--- src/rtl/core/xtea_pkg.sv ---
// xtea_pkg: shared constants, types and the mix function of the xtea block cipher unit
// depends on nothing; used by the interfaces, controller, datapath, top level and checker

package xtea_pkg;

   localparam int unsigned CYCLES_DEFAULT = 32;

   localparam int unsigned WORD_WIDTH      = 32;
   localparam int unsigned CSR_INDEX_WIDTH = 3;
   localparam int unsigned KEY_WORDS       = 4;

   localparam logic [WORD_WIDTH-1:0] DELTA = 32'h9E3779B9;

   // register indexes on the csr channel
   localparam logic [CSR_INDEX_WIDTH-1:0] KEY_WORD_0_IDX = 3'd0;
   localparam logic [CSR_INDEX_WIDTH-1:0] KEY_WORD_1_IDX = 3'd1;
   localparam logic [CSR_INDEX_WIDTH-1:0] KEY_WORD_2_IDX = 3'd2;
   localparam logic [CSR_INDEX_WIDTH-1:0] KEY_WORD_3_IDX = 3'd3;

   // operation codes of the kind field
   localparam logic KIND_ENCRYPT = 1'b0;
   localparam logic KIND_DECRYPT = 1'b1;

   typedef enum logic [1:0] {
      ST_IDLE,
      ST_RUN,
      ST_FINISH
   } state_type;

   // controller to datapath
   typedef struct packed {
      logic load;
      logic step;
      logic phase;
      logic publish;
   } cmd_type;

   // (v << 4 ^ v >> 5) + v
   function automatic logic [WORD_WIDTH-1:0] mix(input logic [WORD_WIDTH-1:0] v);
      mix = ((v << 4) ^ (v >> 5)) + v;
   endfunction

endpackage

--- src/rtl/core/xtea_if.sv ---
// xtea_if: valid/ready channel interfaces for requests, responses and csr writes
// depends on xtea_pkg for the word and index widths

interface xtea_req_if;
   logic                                valid;
   logic                                ready;
   logic                                kind;
   logic [xtea_pkg::WORD_WIDTH-1:0]     block_left;
   logic [xtea_pkg::WORD_WIDTH-1:0]     block_right;

   modport source (output valid, kind, block_left, block_right, input ready);
   modport sink   (input valid, kind, block_left, block_right, output ready);
endinterface

interface xtea_rsp_if;
   logic                                valid;
   logic                                ready;
   logic [xtea_pkg::WORD_WIDTH-1:0]     result_left;
   logic [xtea_pkg::WORD_WIDTH-1:0]     result_right;

   modport source (output valid, result_left, result_right, input ready);
   modport sink   (input valid, result_left, result_right, output ready);
endinterface

interface xtea_csr_if;
   logic                                  valid;
   logic                                  ready;
   logic [xtea_pkg::CSR_INDEX_WIDTH-1:0]  index;
   logic [xtea_pkg::WORD_WIDTH-1:0]       data;

   modport source (output valid, index, data, input ready);
   modport sink   (input valid, index, data, output ready);
endinterface

--- src/rtl/core/xtea_block_cipher_unit.sv ---
// xtea_block_cipher_unit: top level of the xtea cipher, controller plus datapath
// depends on xtea_pkg, xtea_if, xtea_ctrl and xtea_dp
//
//   channel   direction  carries                               handshake
//   req_if    in         kind, block_left, block_right         valid / ready
//   rsp_if    out        result_left, result_right             valid / ready
//   csr_if    in         index (key word 0..3), data           valid / ready, always ready
//
// a request runs all its half-rounds in ST_RUN, then ST_FINISH loads the output register
// and raises response valid together once the output slot is free; the unit then goes back
// to ST_IDLE and takes no new request before it is through with the last one
// the shared half-round unit does one add-xor-add per clock while running, two half-rounds per xtea cycle
// a finished response sits in an output register, so a stalled rsp side blocks only
// the next request's completion, not its acceptance
// reset clears the sequencer, response valid and all four key words to zero

module xtea_block_cipher_unit #(
   parameter int unsigned CYCLES = xtea_pkg::CYCLES_DEFAULT
) (
   input  logic             clock,
   input  logic             reset,
   xtea_req_if.sink         req_if,
   xtea_rsp_if.source       rsp_if,
   xtea_csr_if.sink         csr_if
);

   xtea_pkg::cmd_type cmd;
   logic              csr_write;

   // key registers take a write every cycle
   assign csr_if.ready = 1'b1;
   assign csr_write    = csr_if.valid;

   // sequencer: idle, run the half-rounds, wait for the output slot
   xtea_ctrl #(
      .CYCLES    (CYCLES)
   ) u_ctrl (
      .clock     (clock),
      .reset     (reset),
      .req_valid (req_if.valid),
      .req_ready (req_if.ready),
      .rsp_valid (rsp_if.valid),
      .rsp_ready (rsp_if.ready),
      .cmd       (cmd)
   );

   // datapath: keys, block halves, running sum, response register
   xtea_dp #(
      .CYCLES    (CYCLES)
   ) u_dp (
      .clock     (clock),
      .reset     (reset),
      .cmd       (cmd),
      .csr_write (csr_write),
      .csr_index (csr_if.index),
      .csr_data  (csr_if.data),
      .req_kind  (req_if.kind),
      .req_left  (req_if.block_left),
      .req_right (req_if.block_right),
      .rsp_left  (rsp_if.result_left),
      .rsp_right (rsp_if.result_right)
   );

endmodule

--- src/rtl/core/xtea_ctrl.sv ---
// xtea_ctrl: sequencer of the xtea unit, half-round counter and response valid
// depends on xtea_pkg for state_type and cmd_type

module xtea_ctrl #(
   parameter int unsigned CYCLES = xtea_pkg::CYCLES_DEFAULT
) (
   input  logic                 clock,
   input  logic                 reset,
   input  logic                 req_valid,
   output logic                 req_ready,
   output logic                 rsp_valid,
   input  logic                 rsp_ready,
   output xtea_pkg::cmd_type    cmd
);

   localparam int unsigned STEPS = 2 * CYCLES;
   localparam int unsigned CNT_W = (STEPS > 2) ? $clog2(STEPS) : 1;
   localparam logic [CNT_W-1:0] LAST_STEP = CNT_W'(STEPS - 1);

   xtea_pkg::state_type state_ff, state_in;
   logic [CNT_W-1:0]    count_ff, count_in;
   logic                rsp_valid_ff, rsp_valid_in;

   always_ff @(posedge clock) begin
      if (reset) begin
         state_ff     <= xtea_pkg::ST_IDLE;
         count_ff     <= '0;
         rsp_valid_ff <= 1'b0;
      end else begin
         state_ff     <= state_in;
         count_ff     <= count_in;
         rsp_valid_ff <= rsp_valid_in;
      end
   end

   always_comb begin
      state_in     = state_ff;
      count_in     = count_ff;
      rsp_valid_in = rsp_valid_ff && !rsp_ready;
      req_ready    = 1'b0;
      cmd          = '0;
      cmd.phase    = count_ff[0];
      case (state_ff)
         xtea_pkg::ST_IDLE: begin
            req_ready = 1'b1;
            if (req_valid) begin
               cmd.load = 1'b1;
               count_in = '0;
               state_in = xtea_pkg::ST_RUN;
            end
         end
         xtea_pkg::ST_RUN: begin
            cmd.step = 1'b1;
            if (count_ff == LAST_STEP) begin
               state_in = xtea_pkg::ST_FINISH;
            end else begin
               count_in = count_ff + 1'b1;
            end
         end
         xtea_pkg::ST_FINISH: begin
            // wait for the output slot to drain
            if (!rsp_valid_ff || rsp_ready) begin
               cmd.publish  = 1'b1;
               rsp_valid_in = 1'b1;
               state_in     = xtea_pkg::ST_IDLE;
            end
         end
         default: begin
            state_in = xtea_pkg::ST_IDLE;
         end
      endcase
   end

   assign rsp_valid = rsp_valid_ff;

endmodule

--- src/rtl/core/xtea_dp.sv ---
// xtea_dp: key registers, block and sum registers, one shared half-round unit, output register
// depends on xtea_pkg for widths, register indexes, cmd_type and mix

module xtea_dp #(
   parameter int unsigned CYCLES = xtea_pkg::CYCLES_DEFAULT
) (
   input  logic                                  clock,
   input  logic                                  reset,
   input  xtea_pkg::cmd_type                     cmd,
   input  logic                                  csr_write,
   input  logic [xtea_pkg::CSR_INDEX_WIDTH-1:0]  csr_index,
   input  logic [xtea_pkg::WORD_WIDTH-1:0]       csr_data,
   input  logic                                  req_kind,
   input  logic [xtea_pkg::WORD_WIDTH-1:0]       req_left,
   input  logic [xtea_pkg::WORD_WIDTH-1:0]       req_right,
   output logic [xtea_pkg::WORD_WIDTH-1:0]       rsp_left,
   output logic [xtea_pkg::WORD_WIDTH-1:0]       rsp_right
);

   localparam int unsigned W = xtea_pkg::WORD_WIDTH;
   localparam logic [63:0] DEC_PRODUCT = 64'(xtea_pkg::DELTA) * 64'(CYCLES);
   localparam logic [W-1:0] DEC_START = DEC_PRODUCT[W-1:0];

   logic [W-1:0] key_ff [xtea_pkg::KEY_WORDS];
   logic [W-1:0] left_ff, right_ff, sum_ff;
   logic         dec_ff;
   logic [W-1:0] out_left_ff, out_right_ff;

   logic         use_low_bits;
   logic [1:0]   key_sel;
   logic         left_is_src;
   logic [W-1:0] src_word, dst_word, round_f, dst_in, sum_in;

   always_ff @(posedge clock) begin
      if (reset) begin
         for (int i = 0; i < xtea_pkg::KEY_WORDS; i++) begin
            key_ff[i] <= '0;
         end
      end else if (csr_write) begin
         case (csr_index)
            xtea_pkg::KEY_WORD_0_IDX: key_ff[0] <= csr_data;
            xtea_pkg::KEY_WORD_1_IDX: key_ff[1] <= csr_data;
            xtea_pkg::KEY_WORD_2_IDX: key_ff[2] <= csr_data;
            xtea_pkg::KEY_WORD_3_IDX: key_ff[3] <= csr_data;
            default: ;
         endcase
      end
   end

   // encrypt: even step updates left with key by sum[1:0], odd updates right with sum[12:11]
   // decrypt: even step updates right with sum[12:11], odd updates left with sum[1:0]
   always_comb begin
      use_low_bits = dec_ff ? cmd.phase : !cmd.phase;
      key_sel      = use_low_bits ? sum_ff[1:0] : sum_ff[12:11];
      left_is_src  = dec_ff ^ cmd.phase;
      src_word     = left_is_src ? left_ff : right_ff;
      dst_word     = left_is_src ? right_ff : left_ff;
      round_f      = xtea_pkg::mix(src_word) ^ (sum_ff + key_ff[key_sel]);
      dst_in       = dec_ff ? (dst_word - round_f) : (dst_word + round_f);
      sum_in       = dec_ff ? (sum_ff - xtea_pkg::DELTA) : (sum_ff + xtea_pkg::DELTA);
   end

   always_ff @(posedge clock) begin
      if (cmd.load) begin
         left_ff  <= req_left;
         right_ff <= req_right;
         dec_ff   <= req_kind;
         sum_ff   <= (req_kind == xtea_pkg::KIND_DECRYPT) ? DEC_START : '0;
      end else if (cmd.step) begin
         if (left_is_src) begin
            right_ff <= dst_in;
         end else begin
            left_ff <= dst_in;
         end
         if (!cmd.phase) begin
            sum_ff <= sum_in;
         end
      end
   end

   always_ff @(posedge clock) begin
      if (cmd.publish) begin
         out_left_ff  <= left_ff;
         out_right_ff <= right_ff;
      end
   end

   assign rsp_left  = out_left_ff;
   assign rsp_right = out_right_ff;

endmodule

--- src/flat_wrapper.sv ---
// flat-port wrapper written by rule: the top's interface ports become plain ports
module xtea_block_cipher_unit_flat 
#(
   parameter int unsigned CYCLES = xtea_pkg::CYCLES_DEFAULT
)
  (clock, reset, req_if_valid, req_if_kind, req_if_block_left, req_if_block_right, req_if_ready, rsp_if_valid, rsp_if_result_left, rsp_if_result_right, rsp_if_ready, csr_if_valid, csr_if_index, csr_if_data, csr_if_ready);
  xtea_req_if req_if_i ();
  xtea_rsp_if rsp_if_i ();
  xtea_csr_if csr_if_i ();
  input  logic clock;
  input  logic reset;
  input wire logic [$bits(req_if_i.valid)-1:0] req_if_valid;
  input wire logic [$bits(req_if_i.kind)-1:0] req_if_kind;
  input wire logic [$bits(req_if_i.block_left)-1:0] req_if_block_left;
  input wire logic [$bits(req_if_i.block_right)-1:0] req_if_block_right;
  output wire logic [$bits(req_if_i.ready)-1:0] req_if_ready;
  output wire logic [$bits(rsp_if_i.valid)-1:0] rsp_if_valid;
  output wire logic [$bits(rsp_if_i.result_left)-1:0] rsp_if_result_left;
  output wire logic [$bits(rsp_if_i.result_right)-1:0] rsp_if_result_right;
  input wire logic [$bits(rsp_if_i.ready)-1:0] rsp_if_ready;
  input wire logic [$bits(csr_if_i.valid)-1:0] csr_if_valid;
  input wire logic [$bits(csr_if_i.index)-1:0] csr_if_index;
  input wire logic [$bits(csr_if_i.data)-1:0] csr_if_data;
  output wire logic [$bits(csr_if_i.ready)-1:0] csr_if_ready;
  assign req_if_i.valid = req_if_valid;
  assign req_if_i.kind = req_if_kind;
  assign req_if_i.block_left = req_if_block_left;
  assign req_if_i.block_right = req_if_block_right;
  assign req_if_ready = req_if_i.ready;
  assign rsp_if_valid = rsp_if_i.valid;
  assign rsp_if_result_left = rsp_if_i.result_left;
  assign rsp_if_result_right = rsp_if_i.result_right;
  assign rsp_if_i.ready = rsp_if_ready;
  assign csr_if_i.valid = csr_if_valid;
  assign csr_if_i.index = csr_if_index;
  assign csr_if_i.data = csr_if_data;
  assign csr_if_ready = csr_if_i.ready;
  xtea_block_cipher_unit #(.CYCLES(CYCLES)) u_core (.clock(clock), .reset(reset), .req_if(req_if_i), .rsp_if(rsp_if_i), .csr_if(csr_if_i));
endmodule
--- config.mk ---
export PLATFORM = sky130hd
export DESIGN_NAME = xtea_block_cipher_unit_flat
export DESIGN_NICKNAME = d
export VERILOG_FILES = /design/src/rtl/core/xtea_pkg.sv /design/src/rtl/core/xtea_if.sv /design/src/rtl/core/xtea_block_cipher_unit.sv /design/src/rtl/core/xtea_ctrl.sv /design/src/rtl/core/xtea_dp.sv /design/src/flat_wrapper.sv
export SDC_FILE = /design/constraint.sdc
export NUM_CORES = 1
export LEC_CHECK = 0
export BUFFER_PORTS_ARGS = -buffer_cell sky130_fd_sc_hd__buf_2
export CORE_ASPECT_RATIO = 0.7
export CORE_MARGIN = 2
export CORE_UTILIZATION = 40
export CTS_BUF_LIST = sky130_fd_sc_hd__clkbuf_8
export DETAILED_ROUTE_END_ITERATION = 10
export MAX_ROUTING_LAYER = met4
export PLACE_DENSITY = 0.55
export SETUP_SLACK_MARGIN = 0.3
export SLEW_MARGIN = 20
export SYNTH_ARGS = -nofsm -noshare
export SYNTH_HDL_FRONTEND = slang
export SYNTH_SLANG_ARGS = --single-unit
--- constraint.sdc ---
create_clock -name clock -period 7 [get_ports clock]
set_input_delay 2.1 -clock clock [delete_from_list [all_inputs] [get_ports clock]]
set_output_delay 2.1 -clock clock [all_outputs]
set_load 0.01 [all_outputs]
; Word level (Yosys, flattened, before mapping)
; Memory sizes are Yosys's and may differ from the RTL's.
; Index checks and enable logic that the tools add are counted.
[classes]
n_addsub = 7
mul = 0
n_div = 0
magnitude_cmp = 0
eq_ne = 12
shift = 0
n_mux = 53
bitwise_logic = 7
reduce_logical = 15
[op_table]
columns = operator, count
row1 = two-way mux 32 bit, 18
row2 = adder 32 bit, 3
row3 = adder 32 bit (second input constant), 1
row4 = subtractor 32 bit, 1
row5 = subtractor 32 bit (second input constant), 1
row6 = XOR 32 x 27 -> 32 bit, 1
row7 = XOR 32 bit, 1
row8 = two-way mux 1 bit, 27
row9 = two-way mux 6 bit, 2
row10 = case mux 6 bit (2 select lines), 1
row11 = two-way mux 2 bit, 4
row12 = != test 2 bit (second input constant), 4
row13 = adder 6 x 1 -> 6 bit (second input constant), 1
row14 = == test 3 x 2 -> 1 bit (second input constant), 2
row15 = == test 6 bit (second input constant), 1
row16 = case mux 2 bit (3 select lines), 1
row17 = AND reduction 2 bit, 3
row18 = AND reduction 3 bit, 2
row19 = nonzero test 2 bit, 3
row20 = != test 2 x 1 -> 1 bit (second input constant), 2
row21 = OR 1 bit, 4
row22 = == test 3 x 1 -> 1 bit (second input constant), 1
row23 = zero test 1 bit, 3
row24 = zero test 3 bit, 1
row25 = 6 further kinds, 6
[word_totals]
ff_bits = 170
latchBits = 0
ramBits = 128
romBits = 0
inputBits = 105
output_inout_bits = 67
word_cells = 104
mem_count = 1
[memory_table]
columns = name, depth, word_bits, read_ports, rd_clocked_by_memory_dff, wr, line_no
row1 = u_core.u_dp.key_ff, 4, 32, 1, 0, 4, xtea_dp.sv:24  ; logic [W-1:0] key_ff [xtea_pkg::KEY_WORDS];

; Depth between registers and ports, before layout
; An unclocked memory read counts as a cell.
[logic_depth]
ltp_word = 11
depth_mapped = 31
ltp_nobuf = 28

; Hierarchy
; From an unflattened synthesis, not the netlist that was laid out.
[unflattened]
hier_cells = 1839
hier_area_um2 = 20054.2
[by_module_without_submodules]
columns = mod, instances, cells_per_inst, area_per_inst_um2, seq_area_each_um2
row1 = xtea_dp, 1, 1775, 19513.7, 8678.3
row2 = xtea_ctrl, 1, 62, 529.3, 180.2
row3 = xtea_block_cipher_unit, 1, 2, 11.3, 0.0

; Least setup slack after synthesis
; OpenSTA, ideal clock, no wires.
[synth_path]
kind = flip-flop to flip-flop
start = reg u_core.u_dp.dec_ff
end = reg u_core.u_dp.left_ff[31], data pin
setup_ns = 0.260
arrival_time_ns = 7.509
t_required_ns = 6.740
path_slack_ns = -0.769
path_stages_with_launch = 29
n_path_buf = 2
period_less_slack_ns = 7.769
cell_sequence = edfxtp_1 buf_6 xnor2_1 mux2i_1 clkbuf_1 mux4_2 ha_1 fa_1 nand3_1 a211oi_2 o21ai_1 o21a_1 xnor3_1 a2111oi_4 and3_2 a21oi_1 xor2_1 ha_1 nand2_1 nor2_1 a22o_1 nor3_1 a21oi_1 a2111o_1 nand3_1 a311oi_1 xnor3_1 xnor2_1 a21oi_1
[synth_via]
elab_chain_len = 10
elab_cells_between_ends = 16
cone_classes = add/sub: 4 / mux: 8 / bitwise: 3 / memory: 1
[synth_lines]
columns = element, line_no
row1 = start: declaration, xtea_dp.sv:26  ; logic dec_ff;
row2 = start signal: assignment, xtea_dp.sv:67  ; dec_ff <= req_kind;
row3 = two-way mux 1 bit / XOR 1 bit (equally long branches), "xtea_dp.sv:53, xtea_dp.sv:55"
row4 = two-way mux 2 bit / two-way mux 32 bit (equally long branches), "xtea_dp.sv:54, xtea_dp.sv:56"
row5 = memory (4 x 32 bit) / XOR 32 x 27 -> 32 bit (equally long branches), -
row6 = "adder 32 bit, on equally long branches", "xtea_dp.sv:58, xtea_pkg.sv:40"
row7 = XOR 32 bit, xtea_dp.sv:58  ; round_f = xtea_pkg::mix(src_word) ^ (sum_ff + key_ff[key_sel]);
row8 = adder 32 bit / subtractor 32 bit (equally long branches), xtea_dp.sv:59  ; dst_in = dec_ff ? (dst_word - round_f) : (dst_word + round_f);
row9 = two-way mux 32 bit *, xtea_dp.sv:59
row10 = two-way mux 32 bit *, xtea_dp.sv:70  ; if (left_is_src) begin
row11 = two-way mux 32 bit *, xtea_dp.sv:69  ; end else if (cmd.step) begin
row12 = two-way mux 32 bit *, xtea_dp.sv:64  ; if (cmd.load) begin
row13 = end signal: assignment, xtea_dp.sv:65  ; left_ff <= req_left;
row14 = end signal: assignment, xtea_dp.sv:73  ; left_ff <= dst_in;
row15 = end: declaration, xtea_dp.sv:25  ; logic [W-1:0] left_ff, right_ff, sum_ff;
; Every way passes the cells marked *; elsewhere a longest branch is shown, timed or not. The select of a mux whose other input is x is not followed.
; A chain may end at the register's enable or synchronous reset.

; Worst setup path after layout
[layout_path]
start = reg u_core.u_dp.dec_ff
end = reg u_core.u_dp.right_ff[31], data pin
[layout_via]
elab_chain_len = 10
elab_cells_between_ends = 16
cone_classes = add/sub: 4 / mux: 8 / bitwise: 3 / memory: 1
[layout_lines]
columns = element, line_no
row1 = two-way mux 1 bit / XOR 1 bit (equally long branches), "xtea_dp.sv:53, xtea_dp.sv:55"
row2 = two-way mux 2 bit / two-way mux 32 bit (equally long branches), "xtea_dp.sv:54, xtea_dp.sv:56"
row3 = memory (4 x 32 bit) / XOR 32 x 27 -> 32 bit (equally long branches), -
row4 = "adder 32 bit, on equally long branches", "xtea_dp.sv:58, xtea_pkg.sv:40"
row5 = XOR 32 bit, xtea_dp.sv:58
row6 = adder 32 bit / subtractor 32 bit (equally long branches), xtea_dp.sv:59
row7 = two-way mux 32 bit *, xtea_dp.sv:59
row8 = two-way mux 32 bit *, xtea_dp.sv:70
row9 = two-way mux 32 bit *, xtea_dp.sv:69
row10 = two-way mux 32 bit *, xtea_dp.sv:64
row11 = end signal: assignment, xtea_dp.sv:66  ; right_ff <= req_right;
row12 = end signal: assignment, xtea_dp.sv:71  ; right_ff <= dst_in;
row13 = end: declaration, xtea_dp.sv:25
; Marks and branches as above.

==> out/results.tsv <==
metric	value	unit
gr-total-overflow	0	
final_common_cell	edfxtp_1	
worst_pin_slew	1.07	ns
multi_input_area	0.0118	mm^2
most-common-layout-cells	289 x edfxtp_1, 170 x buf_2, 149 x nand2_1	
max_slew_margin	29.0	%
worstHoldStart	u_core.u_dp.left_ff[27]$_DFFE_PP_	
grt_pass1_vias	15300	
cts.sinks	298	
clkLatencyLatePin	0.62	ns
crit_required	7.35	ns
ys.flop_type	edfxtp_1	
drive_above_1_share	28.1	%
rsz0062_at_grt	yes	
r2r-end	u_core.u_dp.right_ff[31]$_DFFE_PP_	
path_max_fanout	8	
core_area	0.0495	mm^2
min_period_over_period	97.3	%
synth.net_count	2087	
fp.dieH	192	um
yosysUniqueCellTypes	87	
die-area	0.0522	mm^2
synth_seq_cells	298	
final_cells	2873	
wl_per_cell	19.4	um
r2r_cells	31	
antenna_left	0	
report.final.hold_viol_count	0	
critPathBufInv	5	
worstSetupPathType	reg -> reg	
grt_pass1_wl	85.7	mm
synth.area.top_cells	edfxtp_1 43%, ha_1 8.1%, xnor2_1 4.8%, and2_1 4.5%, mux4_2 3.6%	
portBuffers	170	
async_reset_ff_share	0	%
holdBufCountCts	0	
dp.cells	2723	
place.gp.congestion	0.891	
fmax	147	MHz
drtPass1Iterations	7	
cp.arrival	7.16	ns
slowest_delay	0.55	ns
initial_core_util	40.7	%
critPathLaunchType	flop	
clk_pin_slew	0.06	ns
worstReg2RegStart	u_core.u_dp.dec_ff$_DFFE_PP_	
drt_iter0_drc	1035	
num_antenna_cells	0	
status	complete, no violations	
avgSynthCellArea	10.9	um^2
drv_cap	0	
fp.dieW	272	um
grt_max_degree	71	
yosysTopAreaCell	edfxtp_1	
grtUsageTotal	21.7	%
fin_hold_ws	0.468	ns
hold_class	reg -> reg	
routed_via_density	5.42	
seq_area	0.00886	mm^2
syn_area	0.0201	mm^2
ios	172	
crit_slowest_cell	mux4_2	
via_count	15600	
end_kind	flop	
hold_path_depth	0	
cts_max_path_buffers	3	
setup_viol	0	
core.rowCount	68	
area_delta_synth_final	23.6	%
final_nets	2410	
cts_tree	done	
routed_wl	55.7	mm
period_minus_slack	6.81	ns
maxSlewViolCount	0	
netlist.area_leader.share	43.1	%
rrSetupSlack	0.19	ns
cts_root_buf	clkbuf_8	
synthCells	1847	
drcViolationCount	0	
antenna_found_initial	0	
hold_path_end	u_core.u_dp.rsp_left[27]$_DFFE_PP_	
yosysWarnings	0	
skew	0.0313	ns
fill_cells	4573	
h-tree-depth	2	
dpl-instance-area	0.0226	mm^2
post-dp-hpwl	40.4	mm
seq_area_frac_synth	44.0	%
numCtsBuffers	50	
crit_family	compound AO/OA/AOI/OAI gates	
synth-edff-count	289	
fin_area	0.0249	mm^2
-- through the flow --
step,setup TNS (ns),setup slack (ns),util (%)
after floorplan,0,0.308,-
after global placement,-0.359,-0.123,45.7
after detailed placement,-0.463,-0.155,45.7
after CTS,0,0.265,49.4
after global routing,-0.865,-0.152,50.3
final,0,0.186,50.3
-- sequential cells by signal, indices dropped and copies added (netlist names) --
signal                   flops
u_core.u_ctrl.rsp_valid      1
u_core.u_ctrl.state_ff       2
u_core.u_dp.rsp_left        32
u_core.u_ctrl.count_ff       6
u_core.u_dp.rsp_right       32
u_core.u_dp.dec_ff           1
u_core.u_dp.key_ff         128
u_core.u_dp.right_ff        32
u_core.u_dp.left_ff         32
u_core.u_dp.sum_ff          32
-- metal layers --
| metal | vias to the layer above | GRT usage, % | part of all wire (%) |
|---|---|---|---|
| met5 | - | - | 0 |
| met4 | 0 | 3.95 | 1.4 |
| met3 | 64 | 3.28 | 5.0 |
| met2 | 345 | 32.8 | 44 |
| met1 | 7627 | 31.3 | 49 |
| li1 | 7545 | - | - |
-- logic make-up after synthesis --
group | after synthesis | share of synthesized area (%)
mux | 101 | 7.31
xor+xnor | 180 | 8.45
fa+ha+maj | 135 | 8.54
flops | 298 | 44.0
compound gates | 441 | 14.3
other cells | 1 | 0.0186
simple gates | 582 | 15.2
buf+inv | 109 | 2.19
-- worst register-to-register path: cells and delay by family, from the launching register on --
kind / cells / cell delay, ns
xor+xnor: 6 / 1.11
compound gates: 8 / 1.55
mux: 2 / 0.91
simple gates: 8 / 1.14
fa+ha+maj: 2 / 0.66
buf+inv: 5 / 0.71
flops: 1 / 0.47
-- synth_stat cells, drive strengths merged, types with 4 or more instances --
| master | number |
|---|---|
| nor2 | 96 |
| and4 | 13 |
| xor2 | 60 |
| nand2b | 24 |
| buf | 13 |
| a21boi | 6 |
| or2 | 7 |
| inv | 48 |
| nor2b | 23 |
| a211o | 6 |
| fa | 4 |
| o211ai | 14 |
| mux2i | 21 |
| clkbuf | 48 |
| o21a | 21 |
| and3 | 17 |
| xnor2 | 112 |
| o211a | 4 |
| edfxtp | 289 |
| dfxtp | 9 |
| nand2 | 152 |
| o21ai | 92 |
| o21bai | 14 |
| a21oi | 131 |
| xnor3 | 8 |
| mux2 | 48 |
| a31oi | 21 |
| a211oi | 15 |
| nand4 | 21 |
| o31ai | 9 |
| mux4 | 32 |
| nor4 | 6 |
| a221oi | 6 |
| or3 | 8 |
| a21o | 56 |
| nand3 | 25 |
| ha | 131 |
| a31o | 5 |
| a2111oi | 7 |
| and2 | 144 |
| nor3 | 33 |
-- what timing repair did --
action / in CTS / in global routing
resized for setup: 92 / 49
pin swaps: 47 / 28
setup endpoints to repair: 20 / 20
buffers inserted: 37 / 20
gates cloned: 3 / 0
-- final cells by class --
type	count	share of cell area, %
inverter	48	0.729
sequential	298	35.6
clock buffer	50	2.77
clock inverter	40	1.15
timing repair buffer	332	9.05
tap	665	3.34
multi-input combinational	1440	47.4
-- worst max-delay path by stage --
stage | to | start | slack, ns | depth (start not counted)
after floorplan | u_core.u_dp.right_ff[27]$_DFFE_PP_ | u_core.u_dp.dec_ff$_DFFE_PP_ | 0.31 | 30
after global placement | u_core.u_dp.left_ff[31]$_DFFE_PP_ | u_core.u_dp.dec_ff$_DFFE_PP_ | -0.12 | 27
after detailed placement | u_core.u_dp.right_ff[31]$_DFFE_PP_ | u_core.u_dp.dec_ff$_DFFE_PP_ | -0.15 | 27
after CTS | u_core.u_dp.right_ff[31]$_DFFE_PP_ | u_core.u_dp.dec_ff$_DFFE_PP_ | 0.26 | 27
after global routing | u_core.u_dp.right_ff[31]$_DFFE_PP_ | u_core.u_dp.dec_ff$_DFFE_PP_ | -0.15 | 31
final | u_core.u_dp.right_ff[31]$_DFFE_PP_ | u_core.u_dp.dec_ff$_DFFE_PP_ | 0.19 | 31
Power is not shown: default switching activity piles up to over one toggle a cycle in this logic, so the estimate is an artifact.
